===== src/rtl/crcfb_pkg.sv =====
`timescale 1ns / 1ps
// ----------------------------------------------------------------------------
// crcfb_pkg
// Types, constants and the CRC-16/MODBUS byte update for the frame builder.
// ----------------------------------------------------------------------------
package crcfb_pkg;

  localparam int CHAN_W      = 16;
  localparam int BYTE_W      = 8;
  localparam int CRC_W       = 16;
  localparam int FRAME_BYTES = 10;
  localparam int IDX_W       = $clog2(FRAME_BYTES);
  localparam int QUEUE_DEPTH = 2;
  localparam int QPTR_W      = $clog2(QUEUE_DEPTH);
  localparam int QCNT_W      = $clog2(QUEUE_DEPTH + 1);

  localparam logic [CRC_W-1:0] CRC_INIT = 16'hFFFF;
  localparam logic [CRC_W-1:0] CRC_POLY = 16'hA001;

  // Byte positions within a frame
  localparam logic [IDX_W-1:0] IDX_FIRST   = 4'd0;
  localparam logic [IDX_W-1:0] IDX_CRC_LO  = 4'd8;
  localparam logic [IDX_W-1:0] IDX_CRC_HI  = 4'd9;

  typedef struct packed {
    logic [CHAN_W-1:0] channel_one;
    logic [CHAN_W-1:0] channel_two;
    logic [CHAN_W-1:0] channel_three;
    logic [CHAN_W-1:0] channel_four;
  } crcfb_in_t;

  typedef struct packed {
    logic [BYTE_W-1:0] frame_byte;
    logic              last_of_frame;
  } crcfb_out_t;

  // Head of the queue as seen by the back end
  typedef struct packed {
    logic      valid;
    crcfb_in_t data;
  } crcfb_head_t;

  // Reflected CRC-16 update over one byte, LSB first
  function automatic logic [CRC_W-1:0] crc_update(input logic [CRC_W-1:0] crc,
                                                  input logic [BYTE_W-1:0] b);
    logic [CRC_W-1:0] c;
    c = crc ^ {{(CRC_W-BYTE_W){1'b0}}, b};
    for (int k = 0; k < BYTE_W; k++) begin
      if (c[0]) c = (c >> 1) ^ CRC_POLY;
      else      c = c >> 1;
    end
    return c;
  endfunction

endpackage


===== src/rtl/crcfb_queue.sv =====
`timescale 1ns / 1ps
// ----------------------------------------------------------------------------
// crcfb_queue
// Front end: accepts channel transactions into a two-entry queue.
// ----------------------------------------------------------------------------
module crcfb_queue (
  input  logic                 clk,
  input  logic                 rst,
  input  logic                 valid,
  output logic                 ready,
  input  crcfb_pkg::crcfb_in_t item,
  output crcfb_pkg::crcfb_head_t head,
  input  logic                 pop
);
  import crcfb_pkg::*;

  crcfb_in_t         entries [QUEUE_DEPTH];
  logic [QPTR_W-1:0] wr_ptr;
  logic [QPTR_W-1:0] rd_ptr;
  logic [QCNT_W-1:0] count;
  logic              push;
  logic              do_pop;

  assign ready  = (count != QCNT_W'(QUEUE_DEPTH));
  assign push   = valid && ready;
  assign do_pop = pop && (count != '0);

  assign head.valid = (count != '0);
  assign head.data  = entries[rd_ptr];

  always_ff @(posedge clk) begin
    if (push) entries[wr_ptr] <= item;
  end

  always_ff @(posedge clk) begin
    if (rst) begin
      wr_ptr <= '0;
      rd_ptr <= '0;
      count  <= '0;
    end else begin
      if (push) wr_ptr <= (wr_ptr == QPTR_W'(QUEUE_DEPTH - 1)) ? '0 : wr_ptr + 1'b1;
      if (do_pop) rd_ptr <= (rd_ptr == QPTR_W'(QUEUE_DEPTH - 1)) ? '0 : rd_ptr + 1'b1;
      unique case ({push, do_pop})
        2'b10:   count <= count + 1'b1;
        2'b01:   count <= count - 1'b1;
        default: count <= count;
      endcase
    end
  end

  a_count_bound: assert property (@(posedge clk) disable iff (rst)
    count <= QCNT_W'(QUEUE_DEPTH)) else $error("queue count overflow");

  a_pop_nonempty: assert property (@(posedge clk) disable iff (rst)
    pop |-> head.valid) else $error("pop from empty queue");

  a_count_inc: assert property (@(posedge clk) disable iff (rst)
    (push && !do_pop) |=> count == $past(count) + 1'b1) else $error("count not advanced");

endmodule


===== src/rtl/crcfb_serializer.sv =====
`timescale 1ns / 1ps
// ----------------------------------------------------------------------------
// crcfb_serializer
// Back end: walks the head item out byte by byte, folding each data byte
// into the running CRC, then appends CRC low and high bytes.
// ----------------------------------------------------------------------------
module crcfb_serializer (
  input  logic                   clk,
  input  logic                   rst,
  input  crcfb_pkg::crcfb_head_t head,
  output logic                   pop,
  output logic                   valid,
  input  logic                   ready,
  output crcfb_pkg::crcfb_out_t  result
);
  import crcfb_pkg::*;

  logic [IDX_W-1:0]  idx;
  logic [IDX_W-1:0]  idx_next;
  logic [CRC_W-1:0]  crc;
  logic [CRC_W-1:0]  crc_next;
  logic [CHAN_W-1:0] chan;
  logic [BYTE_W-1:0] data_byte;
  logic [BYTE_W-1:0] cur_byte;
  logic              advance;
  logic              emit;

  assign advance = !valid || ready;
  assign emit    = advance && head.valid;
  assign pop     = emit && (idx == IDX_CRC_HI);

  always_comb begin
    unique case (idx[2:1])
      2'd0:    chan = head.data.channel_one;
      2'd1:    chan = head.data.channel_two;
      2'd2:    chan = head.data.channel_three;
      default: chan = head.data.channel_four;
    endcase
    data_byte = idx[0] ? chan[CHAN_W-1:BYTE_W] : chan[BYTE_W-1:0];
  end

  always_comb begin
    priority if (idx == IDX_CRC_LO) begin
      cur_byte = crc[BYTE_W-1:0];
    end else if (idx == IDX_CRC_HI) begin
      cur_byte = crc[CRC_W-1:BYTE_W];
    end else begin
      cur_byte = data_byte;
    end
  end

  always_comb begin
    idx_next = idx;
    crc_next = crc;
    if (emit) begin
      if (idx == IDX_CRC_HI) begin
        idx_next = IDX_FIRST;
        crc_next = CRC_INIT;
      end else begin
        idx_next = idx + 1'b1;
        if (idx < IDX_CRC_LO) crc_next = crc_update(crc, data_byte);
      end
    end
  end

  always_ff @(posedge clk) begin
    if (rst) begin
      idx   <= IDX_FIRST;
      crc   <= CRC_INIT;
      valid <= 1'b0;
    end else begin
      idx <= idx_next;
      crc <= crc_next;
      if (advance) valid <= head.valid;
    end
  end

  always_ff @(posedge clk) begin
    if (emit) begin
      result.frame_byte    <= cur_byte;
      result.last_of_frame <= (idx == IDX_CRC_HI);
    end
  end

  a_idx_range: assert property (@(posedge clk) disable iff (rst)
    idx <= IDX_CRC_HI) else $error("byte index out of range");

  a_last_wraps: assert property (@(posedge clk) disable iff (rst)
    (valid && result.last_of_frame) |-> (idx == IDX_FIRST))
    else $error("index not wrapped after last byte");

  a_head_held: assert property (@(posedge clk) disable iff (rst)
    (idx != IDX_FIRST) |-> head.valid) else $error("head lost mid-frame");

endmodule


===== src/rtl/four_channel_crc_frame_builder_top.sv =====
`timescale 1ns / 1ps
// ----------------------------------------------------------------------------
// four_channel_crc_frame_builder_top
// Four 16-bit channels in, ten-byte frame with CRC-16/MODBUS out.
// ----------------------------------------------------------------------------
// Path: an accepted item is written into a queue entry, then its first byte
// is registered at the output. One byte per cycle while result_ready is high;
// the queue takes the next item mid-frame, so queued frames run back to back.
// Reset: synchronous, clears the queue, byte index, CRC and output valid.
module four_channel_crc_frame_builder_top (
  input  logic                   clk,
  input  logic                   rst,
  input  logic                   item_valid,
  output logic                   item_ready,
  input  crcfb_pkg::crcfb_in_t   item,
  output logic                   result_valid,
  input  logic                   result_ready,
  output crcfb_pkg::crcfb_out_t  result
);
  import crcfb_pkg::*;

  crcfb_head_t head;
  logic        pop;

  crcfb_queue u_queue (
    .clk   (clk),
    .rst   (rst),
    .valid (item_valid),
    .ready (item_ready),
    .item  (item),
    .head  (head),
    .pop   (pop)
  );

  crcfb_serializer u_ser (
    .clk    (clk),
    .rst    (rst),
    .head   (head),
    .pop    (pop),
    .valid  (result_valid),
    .ready  (result_ready),
    .result (result)
  );

endmodule

===== config.mk =====
export PLATFORM = sky130hd
export DESIGN_NAME = four_channel_crc_frame_builder_top
export DESIGN_NICKNAME = d
export VERILOG_FILES = /design/src/rtl/crcfb_pkg.sv /design/src/rtl/crcfb_queue.sv /design/src/rtl/crcfb_serializer.sv /design/src/rtl/four_channel_crc_frame_builder_top.sv
export SDC_FILE = /design/constraint.sdc
export NUM_CORES = 1
export LEC_CHECK = 0
export BUFFER_PORTS_ARGS = -buffer_cell sky130_fd_sc_hd__buf_2
export CAP_MARGIN = 20
export CELL_PAD_IN_SITES_DETAIL_PLACEMENT = 1
export CELL_PAD_IN_SITES_GLOBAL_PLACEMENT = 2
export CORE_MARGIN = 5
export CORE_UTILIZATION = 42
export CTS_CLUSTER_DIAMETER = 60
export CTS_CLUSTER_SIZE = 14
export DETAILED_ROUTE_END_ITERATION = 16
export PLACE_DENSITY = 0.81
export SLEW_MARGIN = 20
export SYNTH_ARGS = -nofsm -noshare
export SYNTH_HDL_FRONTEND = slang
export SYNTH_HIERARCHICAL = 1
export SYNTH_SLANG_ARGS = --single-unit

===== constraint.sdc =====
create_clock -name clk -period 3.8 [get_ports clk]
set_input_delay 0.38 -clock clk [delete_from_list [all_inputs] [get_ports clk]]
set_output_delay 0.38 -clock clk [all_outputs]
set_load 0.02 [all_outputs]

==> out/metrics.csv, run 1 <==
metric;value;unit
grt_pass1_wl;24.0;mm
r2r-end;u_ser/crc[15];
arrival;3.51;ns
cts_max_path_buffers;2;
finalPower;4820;uW
antenna_found_initial;0;
numPortBuffers;78;
async_flop_share;0;%
clk_latency;0.43;ns
area_growth;18.3;%
pwr-share-clk;35.5;%
dp_cells;730;
clk_pin_slew_worst_paths;0.07;ns
endpoint_kind;flip-flop;
mostFrequentLayoutCells;edfxtp_1, buf_2, mux2_2;
cp-start-kind;flip-flop;
cts.hold.buffers_added;0;
route.vias.total;3987;
cts_tree;done;
final_common_cell;edfxtp_1;
htree_levels;4;
synth_area;6880;sq um
antenna_left;0;
pwr-share-seq;45.9;%
track_usage;17.1;%
ir_drop;0.305;mV
place_congestion;0.830;
switchingPower;1260;uW
synthDistinctLibCells;44;
n_antenna_cell;0;
cts_root_buf;clkbuf_16;
crit_end;u_ser/crc[15];
status;completed;
drive_gt1_share;38.1;%
drv_slew;0;
hpwl;10.6;mm
firstDrtPassIters;4;
preCtsSetupSlack;0.608;ns
drtIter0Drc;305;
avgSynthCellArea;15.6;sq um
ys_ff_latch;163;
r2r_slack;0.60;ns
wire_per_inst;19.9;microns
fin_crit_sh;84.3;%
regArea;4640;sq um
post_cts_buffers;0;
maxCapViolations;0;
cts_resized;0;
r2r_cells;10;
grt_pass1_vias;4413;
setup_viol;0;
routed_via_density;5.23;
finalClockSkew;0.00890;ns
die_y;138;microns
rsz0062_at_grt;false;
grt_max_degree;33;
start_util;43.0;%
setup_ws;0.596;ns
max_slew.worst_pin.slew;0.872;ns
p_comb_share;18.6;%
yosysSeqAreaShare;67.4;%
cts_made_buffers;17;
p_leak;0.00286;uW
critPathMaxFanout;22;
fillers;1612;
path_class;reg2reg;
die_width;138;microns
p_int;3560;uW
finalSetupTns;0;ns
fmax;312;MHz
final_cells;762;
switching_share;26.2;%
std_cell_rows;46;
required;4.11;ns
io_pins;79;
p_per_area;593;nW/um^2
slew_headroom;41.6;%
syn-num-nets;511;
clock_sinks;163;
hp-class;in2reg;
ys.flop_type;edfxtp_1;
hold_viol;0;
synth-edff-count;137;
ys.warnings.count;6;
multi_input_area;2110;sq um
wirelength;15.1;mm
grt_remaining_overflow;0;
netlist_instances;442;
drc_errors;0;
core_area;16000;sq um
fin_crit;3.20;ns
die_area;19000;sq um
fin_nets;602;
registers in the layout, summed over array words and instances (netlist names), named ones only:
signal and flops:
u_queue/count 2, u_queue/entries 128, u_queue/rd_ptr 1, u_queue/wr_ptr 1
u_ser/crc 16, u_ser/idx 4, u_ser/result 9, u_ser/valid 1
through the flow:
step	utilization, %	hold WS (ns)	instance area (sq um)
floorplan	-	0.449	6880
global placement	47.2	0.492	7550
detailed placement	47.2	0.502	7550
CTS	50.9	0.117	8140
global route	50.9	0.118	8140
finish	50.9	0.138	8140
power by group through the flow:
stage	Clock, uW	Sequential [uW]	Combinational [uW]
3_3_place_gp	0	2240	861
5_1_grt	1830	2230	967
4_1_cts	1750	2210	905
6_report	1710	2210	898
3_5_place_dp	0	2250	893
2_1_floorplan	0	2240	649
routing by layer:
metal / track usage (%) / share of wire [%] / vias up / routed length (microns)
li1: - / - / 1865 / -
met1: 21.4 / 43 / 2000 / 6470
met2: 28.2 / 50 / 98 / 7550
met3: 4.75 / 5.5 / 24 / 828
met4: 6.59 / 1.9 / 0 / 289
met5: 0 / 0 / - / 0
how the worst min path moves through the flow:
| stage | from | end | slack (ns) | cells after the start |
|---|---|---|---|---|
| 2_1_floorplan | rst | u_queue/count[1] | 0.45 | 1 |
| 3_3_place_gp | u_ser/crc[10] | u_ser/crc[2] | 0.49 | 1 |
| 3_5_place_dp | u_ser/crc[11] | u_ser/crc[11] | 0.50 | 2 |
| 4_1_cts | item[9] | u_queue/entries[0][9] | 0.12 | 1 |
| 5_1_grt | item[34] | u_queue/entries[0][34] | 0.12 | 1 |
| 6_report | item[9] | u_queue/entries[0][9] | 0.14 | 1 |
worst max-delay path, stage by stage, from the launching register on:
cell	delay, ns
dfxtp_2	0.58
buf_12	0.23
mux2_2	0.35
mux2_2	0.29
a2bb2oi_1	0.15
o221ai_1	0.16
xor2_1	0.36
xor2_1	0.27
xnor3_2	0.36
xnor2_1	0.22
o21ai_1	0.09
cell usage after synthesis, types with 5 or more instances:
master / n / share of area [%]
nor2_1: 14 / 0.76
edfxtp_1: 137 / 60
nand2b_1: 8 / 0.73
mux2i_1: 18 / 2.6
clkbuf_1: 5 / 0.27
nand2_1: 28 / 1.5
o22ai_1: 8 / 0.73
buf_2: 11 / 0.80
dfxtp_1: 26 / 7.6
mux2_2: 71 / 12
nor2b_1: 7 / 0.64
xnor2_1: 16 / 2.0
o21ai_0: 18 / 1.3
a21oi_1: 9 / 0.65
xor2_1: 6 / 0.76
a221o_1: 5 / 0.73
layout make-up:
class / count / share of cell area, %
clock inverter: 14 / 1.97
timing repair buffer: 93 / 6.33
tap: 216 / 3.32
clock buffer: 18 / 5.27
sequential: 163 / 57.0
inverter: 4 / 0.185
multi-input combinational: 254 / 26.0
cells by family (layout without fill, tap and decap cells):
group | Yosys count | after routing | share of synthesized area [%]
mux | 93 | 93 | 15.6
xor+xnor | 26 | 26 | 3.86
buf+inv | 25 | 129 | 2.00
simple gates | 75 | 75 | 5.33
compound gates | 59 | 59 | 5.69
flops | 163 | 163 | 67.4
fa+ha+maj | 1 | 1 | 0.182
Power figures use the tool's default switching activity.
==> run 2, diff against run 1 <==
- CORE_UTILIZATION: 42 -> 38
- PLACE_DENSITY: 0.81 -> 0.78
- clock period: 3.8 -> 2.7 ns (I/O delays scaled with it)
==> run 2 against run 1 <==
Against the previous run:
- sequential power up 41%
- worst setup slack worse by 0.65 ns
- first-iteration DRC count fell by 33%
- global-route usage is 1.4 points lower
- count of clock-buffer cells in the layout rose by 2
- clock skew grew 0.012 ns
- the run now ends with setup timing left
==> out/metrics.csv, run 2 (synthesis results as in run 1) <==
metric;value;unit;change
fin_nets;643;;+6.8%
grt_pass1_vias;4515;;+2.3%
cts_tree;done;;
routed_via_density;4.98;;-4.8%
path_delay_family;multiplexers;;
clk_pin_slew_worst_paths;0.07;ns;about the same
path_class;reg2reg;;
cts.hold.buffers_added;0;;unchanged
grt_max_degree;65;;+97%
dpl_cell_area;7810;sq um;+3.5%
die_y;145;microns;+4.8%
hp-class;in2reg;;
clock_sinks;163;;unchanged
status;finished with violations;;
slowest_delay;0.47;ns;-0.11 ns
fmax;363;MHz;+16%
firstDrtPassIters;4;;unchanged
stdcell_area;8830;sq um;+8.6%
r2r_slack;-0.05;ns;-0.65 ns
reg_top3;u_queue/entries: 128 flops, u_ser/crc: 16 flops, u_ser/result: 9 flops;;
final_common_cell;edfxtp_1;;
arrival;3.07;ns;-0.44 ns
wire_per_inst;19.3;microns;-2.9%
hold_viol;0;;unchanged
numPortBuffers;78;;unchanged
r2r_cells;11;;+1
path_cells;buf_12 -> buf_12 -> mux2_2 -> mux4_2 -> mux2i_1 -> buf_4 -> xnor2_4 -> xnor2_4 -> nand4_1 -> mux2i_1 -> nor3_1;;
antenna_left;0;;unchanged
cts_root_buf;clkbuf_16;;
core_area;17900;sq um;+12%
area_growth;28.5;%;
path_buf_inv;3;;+2
cts_max_path_buffers;2;;unchanged
drv_slew;0;;unchanged
endpoint_kind;flip-flop;;
antenna_found_initial;0;;unchanged
crit_cells;11;;+1
p_leak;0.00319;uW;+11%
drtIter0Drc;204;;-33%
cp-start-kind;flip-flop;;
std_cell_rows;49;;+6.5%
setup_viol;2;;+2
cts_made_buffers;17;;unchanged
wirelength;15.7;mm;+3.9%
die_width;145;microns;+4.8%
hpwl;10.4;mm;-1.7%
track_usage;15.7;%;-1.4 points
slew_headroom;53.1;%;+12 points
route.vias.total;4058;;+1.8%
critPathSlowestCell;mux4_2;;
clk_latency;0.43;ns;about the same
finalClockSkew;0.0205;ns;+0.0116 ns
drc_errors;0;;unchanged
fin_crit_sh;102;%;+18 points
mostFrequentLayoutCells;edfxtp_1, buf_2, mux2_2;;
start_util;38.4;%;-4.6 points
place_congestion;0.809;;-2.6%
maxCapViolations;0;;unchanged
required;3.02;ns;-1.09 ns
drive_gt1_share;46.4;%;+8.3 points
largest_reg_flops;128;;unchanged
violations;setup timing;;
p_per_area;825;nW/um^2;+39%
rsz0062_at_grt;true;;
ir_drop;0.532;mV;+74%
htree_levels;4;;unchanged
n_antenna_cell;0;;unchanged
hold_depth;1;;unchanged
grt_pass1_wl;24.5;mm;+1.9%
fin_crit;2.75;ns;-0.452 ns
post-route-util;49.4;%;-1.5 points
fin_hold_ws;0.0341;ns;-0.104 ns
grt_remaining_overflow;0;;unchanged
io_pins;79;;unchanged
die_area;20900;sq um;+9.7%
critPathMaxFanout;12;;-45%
setup_ws;-0.0523;ns;-0.648 ns
top_register;u_queue/entries;;
max_slew.worst_pin.slew;0.701;ns;-0.172 ns
[run 2: cell count changes in the layout (fill, tap and decap cells not counted), moves of 3 or more]
cell / change
clkinv_1: -4
xnor2_4: +3
xor2_1: -3
buf_4: +29
mux2_2: -8
buf_6: +4
mux2_4: +8
a31oi_4: +3
buf_12: +6
xnor2_2: +5
a31oi_1: -3
xnor2_1: -8
[run 2: worst paths after layout]
| path | startpoint | end |
|---|---|---|
| hold reg to reg | u_ser/crc[13] | u_ser/crc[5] |
| setup / recovery | flip-flop | u_ser/crc[0] |
| setup reg to reg | flip-flop | u_ser/crc[0] |
| hold / removal | item[14] | u_queue/entries[0][14] |
[run 2: timing repair]
item | CTS | global route
resized for setup | 34 | 20
cloned | 2 | 0
setup buffers | 10 | 5
setup endpoints to repair | 4 | 7
pin swaps | 18 | 16
[run 2: per-stage QoR]
stage / total power [uW] / TNS [ns] / setup WS, ns / instances
global placement: 4600 / -0.446 / -0.167 / 769
global route: 7620 / -0.572 / -0.172 / 815
detailed placement: 4650 / -0.494 / -0.198 / 769
floorplan: 4070 / 0 / 0.00849 / 442
CTS: 7210 / -0.322 / -0.127 / 812
finish: 7290 / -0.0791 / -0.0523 / 815
[run 2: final cells by class]
type / count / area (sq um)
well taps: 229 / 287
repair buffers: 134 / 941
inverters: 4 / 15.0
fillers: 1789 / 9070
clock inverters: 11 / 128
multi-input cells: 254 / 2390
clock buffers: 20 / 437
flip-flops and latches: 163 / 4640
[run 2: per-layer routing]
metal,GRT usage [%],wire [microns],up-vias
li1,-,-,1941
met1,18.7,6520,2020
met2,26.9,8360,80
met3,4.30,622,17
met4,6.09,218,0
met5,0,0,-
[run 2: power by group]
group | total (uW) | leakage (uW) | internal (uW) | switching, uW
Sequential | 3110 | 0.00150 | 2990 | 125
Clock | 2330 | 0.000269 | 1360 | 963
Combinational | 1850 | 0.00142 | 993 | 859
==> run 3, diff against run 2 <==
- REMOVE_ABC_BUFFERS: not set -> 1
==> run 3 against run 2 <==
Against the previous run:
- the flow still finishes with violations (setup timing)
- combinational power is 9.7% lower
- routed wire length is 2.8% lower
- total power shrank 1.1%
- worst setup slack improved by 0.0089 ns
- via count decreased by 0.91%
- count of clock-buffer cells in the layout fell by 3
- sequential share of layout area up 1.4 points
- register-to-register slack about the same
- final area is 2.6% lower
- fmax rose by 0.33%
- highest routed layer unchanged
==> out/metrics.csv, run 3 (synthesis results as in run 1) <==
metric;value;unit;change
status;finished with violations;;
violations;setup timing;;
slowest_delay;0.57;ns;+0.10 ns
firstDrtPassIters;4;;unchanged
critPathSlowestCell;mux4_2;;
finalClockSkew;0.00836;ns;-0.0121 ns
track_usage;15.2;%;-0.44 points
preCtsSetupSlack;-0.193;ns;+0.00460 ns
grt_max_degree;65;;unchanged
fillers;1812;;+1.3%
reg_top3;u_queue/entries: 128 flops, u_ser/crc: 16 flops, u_ser/result: 9 flops;;
final_common_cell;edfxtp_1;;
r2r_slack;-0.04;ns;about the same
grt_pass1_wl;23.9;mm;-2.3%
clk_pin_slew_worst_paths;0.07;ns;about the same
fin_crit;2.74;ns;-0.00892 ns
numPortBuffers;78;;unchanged
largest_reg_flops;128;;unchanged
endpoint_kind;flip-flop;;
cts_max_path_buffers;2;;unchanged
die_width;145;microns;unchanged
p_leak;0.00310;uW;-2.8%
place_congestion;0.762;;-5.7%
die_area;20900;sq um;unchanged
drtIter0Drc;182;;-11%
cts_tree;done;;
drive_gt1_share;44.8;%;-1.7 points
clock_sinks;163;;unchanged
grt_pass1_vias;4460;;-1.2%
antenna_found_initial;0;;unchanged
fin_hold_ws;0.0266;ns;-0.00747 ns
drv_slew;0;;unchanged
ir_drop;0.508;mV;-4.5%
arrival;3.05;ns;-0.02 ns
hp-class;in2reg;;
io_pins;79;;unchanged
n_antenna_cell;0;;unchanged
fin_crit_sh;102;%;-0.33 points
hold_viol;0;;unchanged
p_per_area;838;nW/um^2;+1.6%
maxCapViolations;0;;unchanged
rsz0062_at_grt;true;;
setup_viol;2;;unchanged
wirelength;15.3;mm;-2.8%
drc_errors;0;;unchanged
area_growth;25.1;%;
top_register;u_queue/entries;;
core_area;17900;sq um;unchanged
path_cells;buf_6 -> mux2_2 -> mux2i_1 -> mux4_2 -> xnor2_2 -> xnor2_2 -> xnor3_2 -> mux2i_1 -> nor3_2;;
antenna_left;0;;unchanged
critPathMaxFanout;16;;+4
cts.hold.buffers_added;0;;unchanged
setup_ws;-0.0434;ns;+0.00892 ns
slew_headroom;51.8;%;-1.3 points
path_class;reg2reg;;
htree_levels;4;;unchanged
route.vias.total;4021;;-0.91%
required;3.01;ns;about the same
wire_per_inst;19.1;microns;-1.1%
fmax;365;MHz;+0.33%
max_slew.worst_pin.slew;0.720;ns;+0.0194 ns
std_cell_rows;49;;unchanged
cp-start-kind;flip-flop;;
mostFrequentLayoutCells;edfxtp_1, buf_2, mux2_2;;
cts_root_buf;clkbuf_16;;
fin_nets;628;;-2.3%
hp-start;item[15];;
hpwl;10.2;mm;-2.1%
post-route-util;48.1;%;-1.3 points
cts_made_buffers;17;;unchanged
die_y;145;microns;unchanged
start_util;38.4;%;unchanged
clk_latency;0.43;ns;about the same
grt_remaining_overflow;0;;unchanged
routed_via_density;5.02;;+0.82%
==> run 3: power by group <==
group	internal (uW)	total, uW	leakage [uW]	switching, uW
Sequential	2980	3100	0.00150	121
Clock	1390	2440	0.000291	1050
Combinational	868	1670	0.00131	799
==> run 3: final cells by class <==
class,count,area (sq um),share of cell area [%]
Clock buffer,17,425,4.94
Clock inverter,15,169,1.96
Inverter,4,15.0,0.174
Multi-Input combinational cell,254,2290,26.6
Sequential cell,163,4640,53.9
Tap cell,229,287,3.33
Timing Repair Buffer,119,785,9.11
==> run 3: what timing repair did <==
action	in CTS	in global routing
resized for setup	16	19
setup buffers	5	2
endpoints found under the setup margin	3	5
pin swaps	5	4
==> run 3: worst paths after layout <==
check / endpoint / cells past startpoint
setup reg to reg: u_ser/crc[0] / 9
hold reg to reg: u_ser/valid / 2
setup / recovery: u_ser/crc[0] / 9
hold / removal: u_queue/entries[0][15] / 1
==> run 3: metal layers <==
metal | vias up | share of wire [%] | wire length [microns] | GRT usage, %
li1 | 1924 | - | - | -
met1 | 2002 | 43 | 6520 | 18.8
met2 | 78 | 52 | 7950 | 26.1
met3 | 17 | 3.8 | 588 | 4.27
met4 | 0 | 1.5 | 230 | 4.52
met5 | - | 0 | 0 | 0
==> run 3: critical path: cells and delay by family, from the launching register on <==
kind	cells	cell delay [ns]
xor+xnor	3	0.92
flops	1	0.37
buf+inv	1	0.17
mux	4	1.10
simple gates	1	0.06
==> run 3: per-stage QoR <==
stage          area [sq um]  TNS, ns  std cells  power (uW)
2_1_floorplan          6760   -13.16        421        4040
3_3_place_gp           7750   -0.364        762        4480
3_5_place_dp           7750   -0.453        762        4540
4_1_cts                8470   -0.337        799        7100
5_1_grt                8610   -0.432        801        7540
6_report               8610  -0.0838        801        7210
